<file path="src/design/apm_pkg.sv">
// Shared types, constants and register indexes for the audio peak meter.
`default_nettype none

package apm_pkg;

  localparam int POSITION_BITS_DEF = 10;
  localparam int POS_W = 10;
  localparam int PEAK_W = 24;
  localparam int LEVEL_W = 15;
  localparam int CFG_IDX_W = 3;
  localparam int CFG_DATA_W = 10;

  localparam logic [CFG_IDX_W-1:0] CFG_FALL_STEP = 3'd0;
  localparam logic [CFG_IDX_W-1:0] CFG_HOLD_FALL_STEP = 3'd1;
  localparam logic [CFG_IDX_W-1:0] CFG_HOLD_TICKS = 3'd2;
  localparam logic [CFG_IDX_W-1:0] CFG_OVER_LIMIT = 3'd3;
  localparam logic [CFG_IDX_W-1:0] CFG_METER_HEIGHT = 3'd4;

  localparam logic [7:0] FALL_STEP_RST = 8'd47;
  localparam logic [6:0] HOLD_FALL_STEP_RST = 7'd56;
  localparam logic [7:0] HOLD_TICKS_RST = 8'd25;
  localparam logic [3:0] OVER_LIMIT_RST = 4'd2;
  localparam logic [POS_W-1:0] METER_HEIGHT_RST = 10'd200;

  localparam logic signed [LEVEL_W-1:0] LEVEL_MIN = -15'sd12000;
  localparam logic signed [LEVEL_W-1:0] LEVEL_MAX = 15'sd600;
  localparam logic signed [LEVEL_W-1:0] SILENCE_LEVEL = -15'sd7000;

  // centi-dB per log2 unit, Q16
  localparam logic [31:0] LOG_SCALE = 32'd39456604;
  // floor(d / 20) as (d * 3277) >> 16, exact for d below 13000
  localparam logic [25:0] D20_RECIP = 26'd3277;
  // floor(p / 4600) as (p * SCALE_RECIP) >> 38, exact for p below 2^25
  localparam logic [31:0] SCALE_RECIP = 32'd59756067;
  localparam int SCALE_ENTRIES = 381;

  typedef struct packed {
    logic              command;
    logic [PEAK_W-1:0] peak_magnitude;
  } apm_in_t;

  typedef struct packed {
    logic [POS_W-1:0] bar_position;
    logic [POS_W-1:0] hold_position;
    logic             over_led;
  } apm_out_t;

  typedef struct packed {
    logic [7:0]       fall_step;
    logic [6:0]       hold_fall_step;
    logic [7:0]       hold_ticks;
    logic [3:0]       over_limit;
    logic [POS_W-1:0] meter_height;
  } apm_cfg_t;

endpackage

`default_nettype wire

</file>
<file path="src/design/apm_mul.sv">
// Shared 32x32 unsigned multiplier with registered product.
`default_nettype none

module apm_mul import apm_pkg::*; (
  input  wire logic        clk,
  input  wire logic [31:0] a,
  input  wire logic [31:0] b,
  output logic      [63:0] p_r
);

  always_ff @(posedge clk) begin
    p_r <= 64'(a) * 64'(b);
  end

endmodule

`default_nettype wire

</file>
<file path="src/design/apm_eng.sv">
// Sequencer and datapath: log conversion, ballistics, IEC scale mapping.
`default_nettype none

module apm_eng import apm_pkg::*; #(
  parameter int POSITION_BITS = POSITION_BITS_DEF
) (
  input  wire logic     clk,
  input  wire logic     rst_n,
  input  wire logic     start,
  input  wire apm_in_t  start_data,
  input  wire apm_cfg_t cfg,
  output logic          busy,
  output logic          res_valid,
  input  wire logic     res_ready,
  output apm_out_t      res_data
);

  localparam logic [3:0] ST_IDLE  = 4'd0;
  localparam logic [3:0] ST_NORM  = 4'd1;
  localparam logic [3:0] ST_SQ    = 4'd2;
  localparam logic [3:0] ST_SQW   = 4'd3;
  localparam logic [3:0] ST_CONV  = 4'd4;
  localparam logic [3:0] ST_CONVW = 4'd5;
  localparam logic [3:0] ST_BALL  = 4'd6;
  localparam logic [3:0] ST_ROWA  = 4'd7;
  localparam logic [3:0] ST_ROWB  = 4'd8;
  localparam logic [3:0] ST_ROWC  = 4'd9;
  localparam logic [3:0] ST_ROWD  = 4'd10;
  localparam logic [3:0] ST_DONE  = 4'd11;

  localparam int HMAX = (1 << POSITION_BITS) - 1;

  logic [3:0] state_r, state_nxt;
  logic signed [LEVEL_W-1:0] tail_r, tail_nxt, hold_r, hold_nxt;
  logic falling_r, falling_nxt;
  logic [7:0] timer_r, timer_nxt;
  logic [3:0] over_cnt_r, over_cnt_nxt;
  logic over_lit_r, over_lit_nxt;

  logic [30:0] m_r, m_nxt;
  logic [4:0] exp_r, exp_nxt;
  logic [15:0] frac_r, frac_nxt;
  logic [3:0] it_r, it_nxt;
  logic signed [LEVEL_W-1:0] lvl_r, lvl_nxt;
  logic neg_r, neg_nxt;
  logic sel_r, sel_nxt;
  logic sat_r, sat_nxt;
  logic [12:0] v_r, v_nxt;
  logic [POS_W-1:0] bar_r, bar_nxt, hpos_r, hpos_nxt;

  logic [31:0] mul_a, mul_b;
  logic [63:0] prod;

  logic [POS_W-1:0] h;
  logic [7:0] t_inc, ht;
  logic t_fire;
  logic [3:0] lim, cnt_inc;
  logic [31:0] sq;
  logic signed [21:0] lq;
  logic [5:0] e_off;
  logic [20:0] mag;
  logic [63:0] rnd;
  logic [14:0] r15;
  logic signed [15:0] lvl16;
  logic signed [LEVEL_W-1:0] lvl_clip;
  logic signed [16:0] diff17;
  logic signed [LEVEL_W-1:0] tail_b, hold_b;
  logic signed [LEVEL_W-1:0] row_lvl;
  logic signed [16:0] d17;
  logic [13:0] dpos;
  logic [25:0] kp;
  logic [9:0] k;
  logic signed [14:0] ks, vs;
  logic [POS_W-1:0] q, row;

  apm_mul u_mul (
    .clk (clk),
    .a   (mul_a),
    .b   (mul_b),
    .p_r (prod)
  );

  always_comb begin
    if (32'(cfg.meter_height) > HMAX) begin
      h = POS_W'(HMAX);
    end else begin
      h = cfg.meter_height;
    end
    t_inc = timer_r + 8'd1;
    ht = (cfg.hold_ticks == 8'd0) ? 8'd1 : cfg.hold_ticks;
    t_fire = (t_inc >= ht);
    lim = (cfg.over_limit == 4'd0) ? 4'd1 : cfg.over_limit;
    if (start_data.peak_magnitude[PEAK_W-1]) begin
      cnt_inc = (over_cnt_r == 4'hF) ? 4'hF : over_cnt_r + 4'd1;
    end else begin
      cnt_inc = 4'd0;
    end

    sq = prod[61:30];

    e_off = 6'({1'b0, exp_r}) - 6'd23;
    lq = $signed({e_off, frac_r});
    mag = lq[21] ? 21'(-lq) : 21'(lq);
    rnd = prod + 64'h8000_0000;
    r15 = rnd[46:32];
    lvl16 = neg_r ? -$signed({1'b0, r15}) : $signed({1'b0, r15});
    if (lvl16 < 16'(LEVEL_MIN)) begin
      lvl_clip = LEVEL_MIN;
    end else if (lvl16 > 16'(LEVEL_MAX)) begin
      lvl_clip = LEVEL_MAX;
    end else begin
      lvl_clip = lvl16[LEVEL_W-1:0];
    end

    diff17 = 17'(tail_r) - 17'(lvl_r);
    if (diff17 > $signed({9'b0, cfg.fall_step})) begin
      tail_b = tail_r - $signed({7'b0, cfg.fall_step});
    end else begin
      tail_b = lvl_r;
    end
    if (falling_r && hold_r >= LEVEL_MIN) begin
      hold_b = hold_r - $signed({8'b0, cfg.hold_fall_step});
    end else begin
      hold_b = hold_r;
    end

    row_lvl = sel_r ? hold_r : tail_r;
    d17 = 17'(LEVEL_MAX) - 17'(row_lvl);
    dpos = d17[16] ? 14'd0 : d17[13:0];
    kp = 26'(dpos) * D20_RECIP;
    k = kp[25:16];
    ks = $signed({5'b0, k});
    if (k <= 10'd130) begin
      vs = 15'sd4600 - 15'sd20 * ks;
    end else if (k <= 10'd180) begin
      vs = 15'sd4080 - 15'sd16 * ks;
    end else if (k <= 10'd230) begin
      vs = 15'sd3360 - 15'sd12 * ks;
    end else if (k <= 10'd280) begin
      vs = 15'sd1980 - 15'sd6 * ks;
    end else begin
      vs = 15'sd1420 - 15'sd4 * ks;
    end

    q = prod[47:38];
    row = sat_r ? h : h - q;
  end

  always_comb begin
    state_nxt = state_r;
    tail_nxt = tail_r;
    hold_nxt = hold_r;
    falling_nxt = falling_r;
    timer_nxt = timer_r;
    over_cnt_nxt = over_cnt_r;
    over_lit_nxt = over_lit_r;
    m_nxt = m_r;
    exp_nxt = exp_r;
    frac_nxt = frac_r;
    it_nxt = it_r;
    lvl_nxt = lvl_r;
    neg_nxt = neg_r;
    sel_nxt = sel_r;
    sat_nxt = sat_r;
    v_nxt = v_r;
    bar_nxt = bar_r;
    hpos_nxt = hpos_r;
    mul_a = 32'd0;
    mul_b = 32'd0;
    res_valid = 1'b0;

    case (state_r)
      ST_IDLE: begin
        if (start) begin
          sel_nxt = 1'b0;
          if (start_data.command) begin
            tail_nxt = LEVEL_MIN;
            hold_nxt = LEVEL_MIN;
            falling_nxt = 1'b0;
            timer_nxt = 8'd0;
            over_cnt_nxt = 4'd0;
            over_lit_nxt = 1'b0;
            state_nxt = ST_ROWA;
          end else begin
            if (t_fire) begin
              falling_nxt = 1'b1;
              timer_nxt = 8'd0;
            end else begin
              timer_nxt = t_inc;
            end
            if (start_data.peak_magnitude == '0 && tail_r <= SILENCE_LEVEL) begin
              hold_nxt = LEVEL_MIN;
              over_lit_nxt = 1'b0;
              state_nxt = ST_ROWA;
            end else begin
              if (cnt_inc >= lim) begin
                over_lit_nxt = 1'b1;
                over_cnt_nxt = 4'd0;
              end else begin
                over_cnt_nxt = cnt_inc;
              end
              if (start_data.peak_magnitude == '0) begin
                lvl_nxt = LEVEL_MIN;
                state_nxt = ST_BALL;
              end else begin
                m_nxt = 31'(start_data.peak_magnitude);
                exp_nxt = 5'd30;
                state_nxt = ST_NORM;
              end
            end
          end
        end
      end
      ST_NORM: begin
        if (m_r[30]) begin
          it_nxt = 4'd0;
          state_nxt = ST_SQ;
        end else begin
          m_nxt = {m_r[29:0], 1'b0};
          exp_nxt = exp_r - 5'd1;
        end
      end
      ST_SQ: begin
        mul_a = 32'(m_r);
        mul_b = 32'(m_r);
        state_nxt = ST_SQW;
      end
      ST_SQW: begin
        if (sq[31]) begin
          m_nxt = sq[31:1];
          frac_nxt = {frac_r[14:0], 1'b1};
        end else begin
          m_nxt = sq[30:0];
          frac_nxt = {frac_r[14:0], 1'b0};
        end
        it_nxt = it_r + 4'd1;
        state_nxt = (it_r == 4'hF) ? ST_CONV : ST_SQ;
      end
      ST_CONV: begin
        mul_a = 32'(mag);
        mul_b = LOG_SCALE;
        neg_nxt = lq[21];
        state_nxt = ST_CONVW;
      end
      ST_CONVW: begin
        lvl_nxt = lvl_clip;
        state_nxt = ST_BALL;
      end
      ST_BALL: begin
        tail_nxt = tail_b;
        if (hold_b <= tail_b) begin
          hold_nxt = tail_b;
          falling_nxt = 1'b0;
          timer_nxt = 8'd0;
        end else begin
          hold_nxt = hold_b;
        end
        state_nxt = ST_ROWA;
      end
      ST_ROWA: begin
        sat_nxt = (k >= 10'(SCALE_ENTRIES)) || (vs < 0);
        v_nxt = vs[12:0];
        state_nxt = ST_ROWB;
      end
      ST_ROWB: begin
        mul_a = 32'(v_r);
        mul_b = 32'(h);
        state_nxt = ST_ROWC;
      end
      ST_ROWC: begin
        mul_a = 32'(prod[22:0]);
        mul_b = SCALE_RECIP;
        state_nxt = ST_ROWD;
      end
      ST_ROWD: begin
        if (!sel_r) begin
          bar_nxt = row;
          sel_nxt = 1'b1;
          state_nxt = ST_ROWA;
        end else begin
          hpos_nxt = row;
          state_nxt = ST_DONE;
        end
      end
      ST_DONE: begin
        res_valid = 1'b1;
        if (res_ready) begin
          state_nxt = ST_IDLE;
        end
      end
      default: begin
        state_nxt = ST_IDLE;
      end
    endcase
  end

  always_ff @(posedge clk) begin
    if (!rst_n) begin
      state_r <= ST_IDLE;
      tail_r <= LEVEL_MIN;
      hold_r <= LEVEL_MIN;
      falling_r <= 1'b0;
      timer_r <= 8'd0;
      over_cnt_r <= 4'd0;
      over_lit_r <= 1'b0;
    end else begin
      state_r <= state_nxt;
      tail_r <= tail_nxt;
      hold_r <= hold_nxt;
      falling_r <= falling_nxt;
      timer_r <= timer_nxt;
      over_cnt_r <= over_cnt_nxt;
      over_lit_r <= over_lit_nxt;
    end
  end

  always_ff @(posedge clk) begin
    m_r <= m_nxt;
    exp_r <= exp_nxt;
    frac_r <= frac_nxt;
    it_r <= it_nxt;
    lvl_r <= lvl_nxt;
    neg_r <= neg_nxt;
    sel_r <= sel_nxt;
    sat_r <= sat_nxt;
    v_r <= v_nxt;
    bar_r <= bar_nxt;
    hpos_r <= hpos_nxt;
  end

  assign busy = (state_r != ST_IDLE);
  assign res_data.bar_position = bar_r;
  assign res_data.hold_position = hpos_r;
  assign res_data.over_led = over_lit_r;

  a_start_busy: assert property (@(posedge clk) disable iff (!rst_n)
    start && !busy |=> busy)
    else $error("engine not busy after transaction start");

  a_norm_msb: assert property (@(posedge clk) disable iff (!rst_n)
    state_r == ST_SQ |-> m_r[30])
    else $error("mantissa not normalized before squaring");

  a_sq_range: assert property (@(posedge clk) disable iff (!rst_n)
    state_r == ST_SQW |-> prod[63:62] == 2'b00)
    else $error("square out of Q2.30 range");

  a_tail_range: assert property (@(posedge clk) disable iff (!rst_n)
    tail_r >= LEVEL_MIN && tail_r <= LEVEL_MAX)
    else $error("bar level out of range");

  a_row_fit: assert property (@(posedge clk) disable iff (!rst_n)
    state_r == ST_ROWD && !sat_r |-> prod[63:48] == '0 && q <= h)
    else $error("scale row exceeds meter height");

endmodule

`default_nettype wire

</file>
<file path="src/design/audio_peak_meter_ballistics.sv">
// Top level: handshakes, configuration registers and result register.
//
// A transaction for a nonzero peak runs on the shared multiplier: one-bit
// normalization shifts, 16 squaring iterations for the log, then one
// conversion multiply and the scale rows for bar and hold. Clear commands,
// silent ticks and zero peaks skip the log. in_ready is low while an item
// is in work; a finished result waits in the output register, and the
// engine stalls only if that register is still full when the next result
// is ready.
// The configuration port is ready whenever reset is released; write it only
// while the meter is idle.
`default_nettype none

module audio_peak_meter_ballistics import apm_pkg::*; #(
  parameter int POSITION_BITS = POSITION_BITS_DEF
) (
  input  wire logic                  clk,
  input  wire logic                  rst_n,
  input  wire logic                  in_valid,
  output logic                       in_ready,
  input  wire apm_in_t               in_data,
  output logic                       out_valid,
  input  wire logic                  out_ready,
  output apm_out_t                   out_data,
  input  wire logic                  cfg_valid,
  output logic                       cfg_ready,
  input  wire logic [CFG_IDX_W-1:0]  cfg_index,
  input  wire logic [CFG_DATA_W-1:0] cfg_data
);

  apm_cfg_t cfg_r, cfg_nxt;
  logic out_valid_r, out_valid_nxt;
  apm_out_t out_data_r;
  logic busy, res_valid, res_ready, start;
  apm_out_t res_data;

  assign cfg_ready = rst_n;
  assign start = in_valid && in_ready;
  assign in_ready = rst_n && !busy;
  assign res_ready = !out_valid_r || out_ready;

  always_comb begin
    cfg_nxt = cfg_r;
    if (cfg_valid) begin
      case (cfg_index)
        CFG_FALL_STEP:      cfg_nxt.fall_step = cfg_data[7:0];
        CFG_HOLD_FALL_STEP: cfg_nxt.hold_fall_step = cfg_data[6:0];
        CFG_HOLD_TICKS:     cfg_nxt.hold_ticks = cfg_data[7:0];
        CFG_OVER_LIMIT:     cfg_nxt.over_limit = cfg_data[3:0];
        CFG_METER_HEIGHT:   cfg_nxt.meter_height = cfg_data[POS_W-1:0];
        default: begin
        end
      endcase
    end
    out_valid_nxt = out_valid_r;
    if (res_valid && res_ready) begin
      out_valid_nxt = 1'b1;
    end else if (out_ready) begin
      out_valid_nxt = 1'b0;
    end
  end

  always_ff @(posedge clk) begin
    if (!rst_n) begin
      cfg_r.fall_step <= FALL_STEP_RST;
      cfg_r.hold_fall_step <= HOLD_FALL_STEP_RST;
      cfg_r.hold_ticks <= HOLD_TICKS_RST;
      cfg_r.over_limit <= OVER_LIMIT_RST;
      cfg_r.meter_height <= METER_HEIGHT_RST;
      out_valid_r <= 1'b0;
    end else begin
      cfg_r <= cfg_nxt;
      out_valid_r <= out_valid_nxt;
    end
  end

  always_ff @(posedge clk) begin
    if (res_valid && res_ready) begin
      out_data_r <= res_data;
    end
  end

  assign out_valid = out_valid_r;
  assign out_data = out_data_r;

  apm_eng #(
    .POSITION_BITS (POSITION_BITS)
  ) u_eng (
    .clk        (clk),
    .rst_n      (rst_n),
    .start      (start),
    .start_data (in_data),
    .cfg        (cfg_r),
    .busy       (busy),
    .res_valid  (res_valid),
    .res_ready  (res_ready),
    .res_data   (res_data)
  );

endmodule

`default_nettype wire
</file>
<file path="config.mk">
export PLATFORM = sky130hd
export DESIGN_NAME = audio_peak_meter_ballistics
export DESIGN_NICKNAME = d
export VERILOG_FILES = /design/src/design/apm_pkg.sv /design/src/design/apm_mul.sv /design/src/design/apm_eng.sv /design/src/design/audio_peak_meter_ballistics.sv
export SDC_FILE = /design/constraint.sdc
export NUM_CORES = 2
export LEC_CHECK = 0
export BUFFER_PORTS_ARGS = -buffer_cell sky130_fd_sc_hd__buf_2
export CAP_MARGIN = 20
export CORE_MARGIN = 8
export CORE_UTILIZATION = 40
export CTS_BUF_LIST = sky130_fd_sc_hd__clkbuf_16
export DETAILED_ROUTE_END_ITERATION = 8
export GPL_ROUTABILITY_DRIVEN = 0
export SYNTH_ARGS = -nofsm -noshare
export SYNTH_HDL_FRONTEND = slang
export SYNTH_SLANG_ARGS = --single-unit
</file>
<file path="constraint.sdc">
create_clock -name clk -period 24.5 [get_ports clk]
set_input_delay 1.225 -clock clk [delete_from_list [all_inputs] [get_ports clk]]
set_output_delay 1.225 -clock clk [all_outputs]
set_load 0.01 [all_outputs]
</file>
==> metrics.sh <==
ROUTED_WIRELENGTH_MM=156
ANTENNA_FOUND_INITIAL=3
CTS_BUFFERS=31
DRT_FIRST_PASS_ITERS=6
CTS_RESIZED=0
IOPINCOUNT=67
GLOBAL_ROUTE.USAGE.TOTAL_PCT=22.6
WORST-SETUP-PATH-TYPE='reg -> reg'
DIE_AREA_UM2=138000
PLACEMENT_ROWS=130
KIND_OF_END_POINT_OF_THE_CRITICAL_PATH='flip-flop'
DIE_W_UM=372
FINAL_CELL_MIX='1173 x sky130_fd_sc_hd__inv_1, 961 x sky130_fd_sc_hd__nand2_1, 883 x sky130_fd_sc_hd__fa_1, 452 x sky130_fd_sc_hd__ha_1, 245 x sky130_fd_sc_hd__nor2_1'
INITIAL_UTILIZATION_PCT=40.3
CTS_TREE='done'
ANT_NETS=0
CPMAXSTAGEDELAYCELL='sky130_fd_sc_hd__nand2_1'
WORSTSKEWPAIRLATENCY_PS=590
DIEHEIGHT_UM=372
SYNTH_ENABLE_FLOP_CELLS=127
SYN-CELL-AREA_UM2=50700
CTS_BUFFER_DEPTH=3
CLKTRANSATPATHREGS_PS=60
TIMING.CRITICAL_PATH.SLOWEST_CELL_DELAY_PS=870
FINALWORSTSETUPSLACK_PS=12930
WORSTSETUPENDPOINT='u_eng.u_mul.p_r[61]'
NUMPORTBUFFERS=66
RUN_STATUS='finished, final reports clean'
GRT_FIRST_PASS_WIRELENGTH_MM=244
GRT_SETUP_UNREPAIRED='false'
SYNTH_SEQ_AREA_SHARE_PCT=13.1
LAYOUT-AREA-OVERHEAD-VS-SYNTH_PCT=6.59
ARRIVAL_PS=12040
SYNTHESIZED_NETLIST_NET_COUNT=7170
TIMING.FINAL.CRIT_SHARE_PCT=47.2
CTS_MAX_LEVEL=1
HOLD_VIOLATIONS=0
FINISH.CELL_COUNT_WITHOUT_FILLERS=7393
WL_PER_CELL_UM=21.0
POST_SYNTH.CELL_AREA_AVG_UM2=8.76
POST-PLACE-CELLS=7335
HOLD_BUFFERS=0
FLOORPLAN.CORE_AREA_UM2=126000
CRITICAL-PATH-TOP-CELL-BY-COUNT='sky130_fd_sc_hd__fa_1'
WORST_R2R_STARTPOINT='u_eng.state_r[3]'
VIAS_PER_CELL=5.38
WORST_SLEW_PIN_SLEW_PS=1160
FIRST_GLOBAL_VIAS=41170
CRITICAL_PATH_LAUNCH_POINT='u_eng.state_r[3]'
MOSTFREQUENTLAYOUTCELL='sky130_fd_sc_hd__inv_1'
TIMING.REG2REG.WORST_PATH_DEPTH=33
LAYOUT-DRIVE-GT1-SHARE_PCT=5.38
RELATIVE_MAX_TRANSITION_MARGIN_PCT=22.6
DRC=0
FINAL_SETUP_VIO_COUNT=0
YOSYS_REGISTER_BITS=268
DRT_FIRST_ITER_VIOLATIONS=3539
CTS.SINK_COUNT=268
SYNTH-ASYNC-RESET-RATIO_PCT=0
DETAILEDPLACE.WORSTSLACK_PS=13170
DPL.HPWL_MM=121
SYNTHFLOPTYPE='sky130_fd_sc_hd__dfxtp_1'
TOTALNEGATIVESETUPSLACK_PS=0
GRT_REMAINING_OVERFLOW=0
TIMING.CLOCK.SKEW_PS=14.2
REG2REG_SLACK_PS=12930
FINAL-MAX-SLEW-VIOLATION-COUNT=0
REGTOREGENDPOINT='u_eng.u_mul.p_r[61]'
CAP_VIOLATIONS=0
CP_DATA_REQUIRED_TIME_PS=24970
NNETSFINAL=7096
CTS_SETUP_BUFFERS=0
YS_TYPES=97
MAX_CLOCK_FREQ_MHz=86.4
PATH_MAX_FANOUT=27
DR_TOTAL_VIAS=39771
WORST_HOLD_PATH_TYPE='reg -> reg'
YOSYS_WARNINGS=0
LARGEST_NET_DEGREE_AT_THE_START_OF_GLOBAL_ROUTING=66
MIN_PERIOD_PS=11570
WORSTSETUPSTARTPOINTTYPE='flip-flop'
SYN-INSTANCE-COUNT=5792
ROOT_BUFFER='sky130_fd_sc_hd__clkbuf_16'
N_ANTENNA_CELL=0
worst max-delay path, delay by kind of cell (launching register included):
kind / cells / cell delay [ps]
AO/OA/AOI/OAI: 5 / 1210
XOR/XNOR: 1 / 110
adder cells (fa/ha/maj): 9 / 4380
buffers and inverters: 7 / 960
flip-flops: 1 / 550
AND/OR/NAND/NOR: 11 / 4170
metrics by stage:
step | hold slack, ps | utilization [%] | instance area (um2)
after floorplan | 400 | - | 50700
after detailed placement | 405 | 42.2 | 53000
final | 420 | 43.0 | 54100
after global routing | 424 | 43.0 | 54100
after CTS | 419 | 43.0 | 54100
after global placement | 404 | 42.2 | 53000
registers in the layout (all words and copies together) (netlist names), 10 cells and up:
register         flops
u_eng.lvl_r         15
u_eng.bar_r         10
u_eng.u_mul.p_r     55
u_eng.tail_r        15
out_data            21
u_eng.m_r           31
u_eng.v_r           12
u_eng.hold_r        15
u_eng.hpos_r        10
cfg_r               37
u_eng.frac_r        16
kinds of logic (layout without fill, tap and decap cells):
group	after synthesis	in the layout	share of synthesized area [%]
simple gates	1701	1701	14.9
buf+inv	1439	1390	10.7
fa+ha+maj	1335	1335	46.0
compound gates	738	738	9.57
flops	268	268	13.1
xor+xnor	232	232	4.09
mux	79	79	1.65
routing by layer:
metal  vias up  GRT usage, %  wire length, um  part of all wire, %
li1      17959             -                -                    -
met1     19844          31.0            65800                   42
met2      1690          35.8            68300                   44
met3       274          4.76            15200                  9.8
met4         4          7.20             6230                  4.0
met5         -             0               26                0.017
layout make-up:
| type | count | area [um2] |
|---|---|---|
| inverter | 1175 | 4410 |
| fill | 12440 | 71700 |
| sequential | 268 | 6640 |
| multi-input combinational | 4085 | 38900 |
| clock buffer | 32 | 801 |
| clock inverter | 26 | 228 |
| timing repair buffer | 157 | 1040 |
| tap | 1650 | 2060 |
worst min-delay path by stage:
stage / startpoint / to / slack [ps] / depth (start not counted)
6_report: u_eng.bar_r[7] / out_data[18] / 420 / 0
4_1_cts: u_eng.bar_r[7] / out_data[18] / 420 / 0
3_3_place_gp: u_eng.bar_r[3] / out_data[14] / 400 / 0
5_1_grt: u_eng.bar_r[5] / out_data[16] / 420 / 0
3_5_place_dp: u_eng.bar_r[7] / out_data[18] / 400 / 0
2_1_floorplan: u_eng.hpos_r[9] / out_data[10] / 400 / 0
cell usage after synthesis (62+ instances only):
| cell type | number | area, um2 |
|---|---|---|
| sky130_fd_sc_hd__nor2_1 | 249 | 935 |
| sky130_fd_sc_hd__o21ai_0 | 126 | 631 |
| sky130_fd_sc_hd__clkbuf_1 | 233 | 875 |
| sky130_fd_sc_hd__dfxtp_1 | 141 | 2820 |
| sky130_fd_sc_hd__xor2_1 | 87 | 762 |
| sky130_fd_sc_hd__xnor2_1 | 140 | 1230 |
| sky130_fd_sc_hd__ha_1 | 452 | 5660 |
| sky130_fd_sc_hd__nand2b_1 | 62 | 388 |
| sky130_fd_sc_hd__edfxtp_1 | 127 | 3810 |
| sky130_fd_sc_hd__a21o_1 | 77 | 578 |
| sky130_fd_sc_hd__fa_1 | 883 | 17700 |
| sky130_fd_sc_hd__and2_1 | 116 | 726 |
| sky130_fd_sc_hd__nand2_1 | 963 | 3610 |
| sky130_fd_sc_hd__inv_1 | 1169 | 4390 |
| sky130_fd_sc_hd__a21oi_1 | 187 | 936 |
Power is not shown: default switching activity piles up to over one toggle a cycle in this logic, so the estimate is an artifact.
